$ cat src/rtl/fir115_ram.sv
// Generic single-write, single-read RAM with registered read data.
`default_nettype none

module fir115_ram #(
	parameter int WIDTH = 24,
	parameter int DEPTH = 115,
	localparam int AW = (DEPTH > 1) ? $clog2(DEPTH) : 1
) (
	input  wire logic             clk,
	input  wire logic             we,
	input  wire logic [AW-1:0]    waddr,
	input  wire logic [WIDTH-1:0] wdata,
	input  wire logic [AW-1:0]    raddr,
	output logic      [WIDTH-1:0] rdata
);

	logic [WIDTH-1:0] mem [DEPTH];

	always_ff @(posedge clk) begin
		if (we) begin
			mem[waddr] <= wdata;
		end
		rdata <= mem[raddr];
	end

endmodule

`default_nettype wire

$ cat config.mk
export PLATFORM = sky130hd
export DESIGN_NAME = fir115_ram
export DESIGN_NICKNAME = d
export VERILOG_FILES = /design/src/rtl/fir115_ram.sv
export SDC_FILE = /design/constraint.sdc
export NUM_CORES = 2
export LEC_CHECK = 0
export BUFFER_PORTS_ARGS = -buffer_cell sky130_fd_sc_hd__buf_2
export CAP_MARGIN = 20
export CORE_MARGIN = 5
export CORE_UTILIZATION = 50
export CTS_BUF_LIST = sky130_fd_sc_hd__clkbuf_8 sky130_fd_sc_hd__clkbuf_16
export DETAILED_ROUTE_END_ITERATION = 8
export HOLD_SLACK_MARGIN = 0.1
export PLACE_DENSITY = 0.7
export SYNTH_ARGS = -nofsm -noshare
export SYNTH_HDL_FRONTEND = slang
export SYNTH_SLANG_ARGS = --single-unit
$ cat constraint.sdc
create_clock -name clk -period 7.5 [get_ports clk]
set_clock_uncertainty 0.2 [all_clocks]
set_input_delay 1.125 -clock clk [delete_from_list [all_inputs] [get_ports clk]]
set_output_delay 1.125 -clock clk [all_outputs]
set_load 0.01 [all_outputs]
==> flow_metrics.py <==
metrics = {
    "run_status": {
        "outcome": "finished clean",
    },
    "cts": {
        "clk_latency_ns": 0.94,
        "clock-sinks": 2784,
        "path_clk_slew_ns": 0.06,
        "cts_tree": "yes",
        "htreeDepth": 5,
        "post_cts_buffers": 0,
        "cts_made_buffers": 294,
        "cts_root_buf": "clkbuf_16",
        "cts_resized": 0,
        "clk_path_buf_depth": 4,
        "ctsHoldBuffers": 0,
    },
    "sta": {
        "hold_ws_ns": 0.2607,
        "setup_tns_ns": 0,
        "fmax_mhz": 228.5,
        "finalCritPeriodShare_pct": 58.36,
        "slew_headroom_pct": 9.261,
        "finalHoldViolCount": 0,
        "finalSetupViolCount": 0,
        "drv_slew": 0,
        "setup_ws_ns": 3.123,
        "max_slew.worst_pin.slew_ns": 1.361,
        "rsz0062_at_grt": "no",
        "fin_crit_ns": 4.377,
    },
    "global_route": {
        "grt_max_degree": 106,
        "grtUsageTotal_pct": 25.39,
        "grt_pass1_vias": 52070,
        "antenna_found_initial": 35,
        "grt-ovfl-total": 0,
        "grt_pass1_wl_mm": 400.2,
    },
    "critical_path": {
        "cp_max_fo": 83,
        "crit_required_ns": 8.06,
        "cp-end-kind": "register",
        "critPathLaunchType": "input port",
        "criticalPathCategory": "in2reg",
        "cp.arrival_ns": 4.94,
    },
    "routing": {
        "dr.pass1.iters": 5,
        "route.vias.total": 52910,
        "final_antenna_net_count": 0,
        "drt_iter0_drc": 8428,
        "wirelength_mm": 285.3,
        "routed_via_density": 6.570,
        "post-route-drc-count": 0,
        "wl_per_cell_um": 35.42,
    },
    "die": {
        "io-pin-count": 64,
        "start_util_pct": 50.31,
        "die_area_um2": 223200,
        "fp.dieW_um": 472.4,
        "row_count": 169,
        "core_um2": 212500,
        "die_y_um": 472.4,
    },
    "job": {
        "cap_violations": 0,
    },
    "yosys": {
        "yosysMostFrequentCell": "edfxtp_1",
        "synth.top_cell.area_share_pct": 77.53,
        "ys.flop_type": "edfxtp_1",
        "netlist_top_cells_count": "2760 x edfxtp_1, 654 x mux4_2, 265 x mux2i_1, 155 x nor2_1, 91 x clkbuf_1",
        "ys.warnings.count": 0,
        "yosys.area.top_type": "edfxtp_1",
        "synth_cells": 4721,
        "synth_nets": 4761,
        "ys_seq_elements": 2784,
        "synthArstFlopShare_pct": 0,
        "synth_area_leaders": "edfxtp_1 78%, mux4_2 14%, mux2i_1 2.5%",
        "avgSynthCellArea_um2": 22.64,
        "syn-cell-area_um2": 106900,
        "synth_edf_count": 2760,
        "synth_cell_types": 52,
        "synth-seq-area-share_pct": 77.97,
    },
    "placement": {
        "place_hpwl_mm": 160.1,
        "dpl_worst_slack_ns": 2.147,
        "port_buffers": 63,
        "place.gp.congestion": 0.8760,
    },
    "finish": {
        "nFillCells": 15150,
        "area_growth_pct": 12.62,
        "seqCellArea_um2": 83360,
        "multi_input_area_um2": 22430,
        "final_layout_size_suffix_gt1_share_pct": 28.09,
        "nets": 5063,
    },
    "power": {
        "vdd.ir_drop.worst_v": 0.0002440,
        "power_leakage_nw": 38.01,
        "cellPowerDensity_nw_per_um2": 268.0,
    },
    "min_path": {
        "hold_path.class": "in2reg",
    },
}
logic make-up after synthesis:
kind of cell	share of synthesized area, %
AOI/OAI and AO/OA	2.379
buffers and inverters	1.493
DFF	77.97
muxes	16.74
and+or+nand+nor	1.409
final cells by class:
class                   count  share of cell area [%]
flip-flops and latches   2784                   69.24
multi-input cells        1673                   18.63
clock buffers             310                   6.378
well taps                2821                   2.932
repair buffers            267                   1.881
clock inverters           182                  0.9052
diodes                     13                 0.02702
inverters                   3                0.009353
cell usage in the layout (no fill, tap or decap), types with 45 or more instances in the layout:
| master | count |
|---|---|
| mux4_2 | 654 |
| clkinv_2 | 46 |
| nand2_1 | 73 |
| a21oi_1 | 59 |
| a211oi_1 | 45 |
| edfxtp_1 | 2760 |
| mux2i_1 | 265 |
| nor2_2 | 79 |
| inv_1 | 73 |
| clkinv_1 | 45 |
| mux2_2 | 46 |
| clkbuf_16 | 303 |
| buf_4 | 202 |
| o22ai_1 | 51 |
| o21ai_0 | 49 |
report_power, final:
part           internal, W  switching, W
clock network      0.00773       0.00569
registers           0.0172     0.0000596
logic             0.000555       0.00106
total               0.0255       0.00680
layer usage:
layer	vias up	share of wire [%]	wire length, um	global-route usage (%)
met5	-	0.022	62	0
met4	10	4.9	14090	11.13
met3	653	12	33880	5.790
met2	3603	46	131700	38.54
met1	27980	37	105600	35.83
li1	20670	-	-	-
per-stage QoR:
stage	total power [W]	area, um^2	utilization (%)	instances
6_report	0.03227	120400	56.65	8053
5_1_grt	0.03314	120400	56.65	8047
4_1_cts	0.03240	120200	56.58	8034
3_5_place_dp	0.01916	111500	52.45	7542
3_3_place_gp	0.01913	111300	52.37	7529
2_1_floorplan	0.01839	106900	-	4721
sequential cells by signal, summed over array words and instances (netlist names):
register	count
mem	2760
rdata	24
worst paths after layout:
check / startpoint / to / slack, ns / cells past startpoint
worst max register to register: mem[31][14] / rdata[14] / 4.30 / 6
worst max-delay path: raddr[0] / rdata[14] / 3.12 / 8
worst min-delay path: wdata[23] / mem[89][23] / 0.26 / 1
worst min register to register: mem[114][16] / rdata[16] / 0.65 / 4
critical path, stage by stage:
cell	delay, ns
buf_12	0.48
buf_4	0.56
mux4_2	0.59
mux4_2	0.50
mux2i_1	0.42
nor2_1	0.21
a221oi_1	0.69
o21ai_1	0.17
Power figures use the tool's default switching activity.
