--- src/rtl/fir115_pkg.sv ---
// Shared types and constants for the 115-tap FIR filter.
`default_nettype none

package fir115_pkg;

	localparam int DATA_W = 24;
	localparam int IDX_W  = 7;
	localparam int PROD_W = 2 * DATA_W;
	localparam int Q_FRAC = 23;

	localparam logic OP_SAMPLE = 1'b0;
	localparam logic OP_COEF   = 1'b1;

	localparam int OUT_MAX = 8388607;
	localparam int OUT_MIN = -8388608;

	typedef enum logic [2:0] {
		ST_IDLE,
		ST_LOAD,
		ST_RUN,
		ST_DRAIN,
		ST_FINISH
	} fir_state_t;

	// controls from the sequencer into the multiply-accumulate unit
	typedef struct packed {
		logic clear;    // start of a new sum
		logic issue_s1; // RAM read data valid this cycle
		logic live_s1;  // tap holds a real sample (else counts as zero)
	} mac_ctrl_t;

	typedef struct packed {
		logic busy;     // product still in flight
	} mac_stat_t;

endpackage

`default_nettype wire

--- src/rtl/fir115_mac.sv ---
// Shared multiply-accumulate unit with round-to-nearest and 24-bit saturation.
`default_nettype none

module fir115_mac import fir115_pkg::*; #(
	parameter int TAPS = 115,
	localparam int ACC_W = PROD_W + ((TAPS > 1) ? $clog2(TAPS) : 1)
) (
	input  wire logic                     clk,
	input  wire logic                     arst_n,
	input  wire mac_ctrl_t                ctrl,
	input  wire logic signed [DATA_W-1:0] tap_d,
	input  wire logic signed [DATA_W-1:0] coef_d,
	output mac_stat_t                     stat,
	output logic signed [DATA_W-1:0]      result
);

	logic signed [PROD_W-1:0] prod_s2;
	logic                     vld_s2;
	logic signed [ACC_W-1:0]  acc_q;
	logic signed [ACC_W:0]    rnd;
	logic signed [ACC_W:0]    quo;

	always_ff @(posedge clk or negedge arst_n) begin
		if (!arst_n) begin
			vld_s2 <= 1'b0;
		end else begin
			vld_s2 <= ctrl.issue_s1;
		end
	end

	// unwritten delay slots read as zero until the line has filled once
	always_ff @(posedge clk) begin
		if (ctrl.live_s1) begin
			prod_s2 <= tap_d * coef_d;
		end else begin
			prod_s2 <= '0;
		end
		if (ctrl.clear) begin
			acc_q <= '0;
		end else if (vld_s2) begin
			acc_q <= acc_q + ACC_W'(prod_s2);
		end
	end

	// floor((acc + half) / 2^23): ties go toward plus infinity
	always_comb begin
		rnd = $signed({acc_q[ACC_W-1], acc_q})
			+ $signed((ACC_W+1)'(1 << (Q_FRAC - 1)));
		quo = rnd >>> Q_FRAC;
		if (quo > $signed((ACC_W+1)'(OUT_MAX))) begin
			result = DATA_W'(OUT_MAX);
		end else if (quo < $signed((ACC_W+1)'(OUT_MIN))) begin
			result = DATA_W'(OUT_MIN);
		end else begin
			result = quo[DATA_W-1:0];
		end
	end

	assign stat.busy = vld_s2;

endmodule

`default_nettype wire

--- config.mk ---
export PLATFORM = sky130hd
export DESIGN_NAME = fir115_mac
export DESIGN_NICKNAME = d
export VERILOG_FILES = /design/src/rtl/fir115_pkg.sv /design/src/rtl/fir115_mac.sv
export SDC_FILE = /design/constraint.sdc
export NUM_CORES = 2
export LEC_CHECK = 0
export ABC_AREA = 0
export BUFFER_PORTS_ARGS = -buffer_cell sky130_fd_sc_hd__buf_2
export CAP_MARGIN = 25
export CORE_MARGIN = 2
export CORE_UTILIZATION = 45
export CTS_CLUSTER_SIZE = 10
export DETAILED_ROUTE_END_ITERATION = 8
export GPL_ROUTABILITY_DRIVEN = 1
export HOLD_SLACK_MARGIN = 0.05
export PLACE_DENSITY = 0.7
export SLEW_MARGIN = 20
export SYNTH_ARGS = -nofsm -noshare
export SYNTH_HDL_FRONTEND = slang
export SYNTH_SLANG_ARGS = --single-unit
--- constraint.sdc ---
create_clock -name clk -period 4.4 [get_ports clk]
set_input_delay 0.44 -clock clk [delete_from_list [all_inputs] [get_ports clk]]
set_output_delay 0.44 -clock clk [all_outputs]
set_load 0.03 [all_outputs]
==> impl_metrics.csv <==
group,metric,value,unit
detailed_routing,vias,21800,
synth,synth_area_leaders,"fa_1, ha_1, inv_1",
synth,synth-edff-count,0,
detailed_routing,vias_per_cell,5.12,
setup_path,critPathLaunchType,"input pin",
synth,ys_seq_area_share,7.40,%
clocking,clockRootBuffer,"clkbuf_16",
setup_path,r2r_setup_slack,1.03,ns
synth,ys_types,94,
placement,place.gp.congestion,0.904,
floorplan,io_pins,78,
cells_and_area,final_util,54.9,%
sta,hold_viol,0,
cells_and_area,mostFrequentLayoutCell,"inv_1",
cells_and_area,fillCellCount,5334,
synth,yosysWarnings,0,
detailed_routing,avgRoutedWirePerCell,16.7,µm
synth,ys.flop_type,"dfxtp_1",
sta,tightest_slew,0.875,ns
setup_path,cp-end-kind,"flop",
detailed_routing,drtPass1Iterations,5,
setup_path,max_stage_delay,0.59,ns
detailed_routing,drc,0,
synth,yosysTopAreaCell,"fa_1",
cells_and_area,areaGrowthSynthToFinish,20.4,%
floorplan,row_count,91,
placement,dp.final_hpwl,60.4,mm
run,drv_cap,0,
clocking,clk_pin_slew,0.08,ns
clocking,clock_latency,0.37,ns
sta,fin_crit_sh,147,%
synth,syn-instance-count,3129,
floorplan,start_util,45.6,%
sta,slew_headroom,41.6,%
outcome,status,"finished, violations left",
setup_path,crit_fanout,5,
cells_and_area,drive_above_1_share,22.0,%
floorplan,die_h,254,µm
sta,max_freq,154,MHz
synth,syn_area_per_cell,9.01,µm²
worst_hold_path,hp-class,"in -> reg",
worst_hold_path,holdPathStages,1,
clocking,cts.sinks,104,
cells_and_area,final_cell_mix,"inv_1, fa_1, nand2_1",
setup_path,worst-setup-path-type,"in -> reg",
outcome,violations,"negative setup slack",
setup_path,cp_common_cell,"fa_1",
sta,min_period,6.47,ns
synth,syn-num-nets,3979,
global_route,grt_pass1_vias,23400,
synth,synth_top_area_share,43.2,%
setup_path,critPathRequiredTime,4.64,ns
sta,rsz0062_at_grt,"true",
sta,clock_skew,0.0151,ns
cells_and_area,diodes,0,
global_route,grt_usage,22.6,%
setup_path,rr_worst_depth,11,
sta,setup_ws,-2.07,ns
global_route,grt_overflow,0,
floorplan,fp.dieW,254,µm
clocking,cts_buffers,9,
synth,synthArstFlopShare,0.962,%
global_route,grt_pass1_wl,117,mm
detailed_routing,drt_iter0_drc,1261,
placement,port_buffers,77,
detailed_routing,drtAntennaViolNets,0,
synth,synth_seq_cells,104,
floorplan,core,61800,µm²
global_route,antenna_found_initial,2,
sta,finalMaxSlewViolations,0,
cells_and_area,layout.nets,4255,
global_route,grt_max_degree,47,
clocking,tritoncts,"built",
setup_path,arrival,6.71,ns
setup_path,slowest_stage,"fa_2",
sta,finalSetupViolations,40,
floorplan,die-area,64700,µm²
synth,syn_area,28200,µm²
clocking,cts_max_level,3,
clocking,cts_max_path_buffers,2,
detailed_routing,wirelength,71.0,mm
-- flip-flops by register name, summed over array words and instances, names as in the netlist --
| signal | cells |
|---|---|
| stat | 1 |
| prod_s2 | 48 |
| acc_q | 55 |
-- final timing paths --
kind | startpoint | to
worst max-delay path | tap_d[6] | prod_s2[47]
worst min-delay path | ctrl[1] | stat
worst max register to register | acc_q[40] | acc_q[54]
worst min register to register | acc_q[20] | acc_q[20]
max in group asynchronous | arst_n | stat
min in group asynchronous | arst_n | stat
-- critical path: cells and delay by family --
family,cells,cell delay [ns]
AOI/OAI and AO/OA,7,1.53
xor gates and xnor gates,1,0.17
adders and majority gates,8,3.71
buffers and inverters,7,0.62
and+or+nand+nor,3,0.24
-- Yosys cell counts, types with 5 or more instances --
| cell | n |
|---|---|
| a211o_1 | 7 |
| a211oi_1 | 17 |
| a21o_1 | 50 |
| a21oi_1 | 86 |
| a31oi_1 | 18 |
| and2_1 | 281 |
| and3_1 | 25 |
| and4_1 | 5 |
| buf_2 | 8 |
| clkbuf_1 | 131 |
| dfxtp_1 | 103 |
| fa_1 | 608 |
| ha_1 | 189 |
| inv_1 | 617 |
| mux2i_1 | 35 |
| nand2_1 | 358 |
| nand2b_1 | 32 |
| nand3_1 | 23 |
| nand4_1 | 21 |
| nor2_1 | 129 |
| nor2b_1 | 17 |
| nor3_1 | 22 |
| nor3b_1 | 11 |
| o211ai_1 | 6 |
| o21a_1 | 9 |
| o21ai_0 | 45 |
| o21ai_1 | 7 |
| o21ai_2 | 22 |
| o21bai_1 | 13 |
| o22ai_1 | 10 |
| o31ai_1 | 7 |
| or2_2 | 5 |
| or3_1 | 6 |
| xnor2_1 | 73 |
| xor2_1 | 38 |
-- cell families after synthesis --
logic type | after synthesis | synth area share, %
and+or+nand+nor | 970 | 17.5
adders and majority gates | 797 | 51.6
DFF | 104 | 7.40
buffers and inverters | 767 | 10.4
muxes | 37 | 1.34
xor gates and xnor gates | 111 | 3.45
AOI/OAI and AO/OA | 343 | 8.35
-- per-stage QoR --
stage / setup TNS [ns] / cells / hold WS, ns / worst slack, ns / instance area [µm²]
6_report: -59.48 / 4247 / 0.182 / -2.07 / 33900
5_1_grt: -67.40 / 4247 / 0.175 / -2.31 / 33900
4_1_cts: -57.50 / 4225 / 0.171 / -2.00 / 33100
3_5_place_dp: -80.89 / 4186 / 0.215 / -2.64 / 31900
3_3_place_gp: -78.32 / 4186 / 0.215 / -2.56 / 31900
2_1_floorplan: -54.40 / 3129 / 0.144 / -2.31 / 29200
-- cell type report --
cell class,instances,area (µm²),share of cell area [%]
timing repair buffer,413,3720,11.0
clock buffer,10,239,0.704
multi-input combinational,2258,24400,72.0
inverter,619,2330,6.87
tap,837,1050,3.09
clock inverter,6,78.8,0.232
sequential,104,2090,6.15
-- metal layers --
layer	vias to the layer above	global-route usage [%]	share of wire, %
met4	4	4.71	2.1
met3	100	3.10	5.5
li1	10100	-	-
met1	10900	31.0	45
met5	-	0	0.037
met2	593	38.2	48
-- what timing repair did --
item | 4_1_cts | 5_1_grt
hold buffers | 1 | 0
endpoints found under the hold margin | 1 | 0
endpoints found under the setup margin | 41 | 40
pin swaps | 77 | 94
buffers inserted | 23 | 26
cloned | 0 | 5
gates resized for setup | 192 | 139
Power is left out: the tool's default activity adds up to more than one toggle a clock period on the data nets, which glitch-free logic cannot reach.
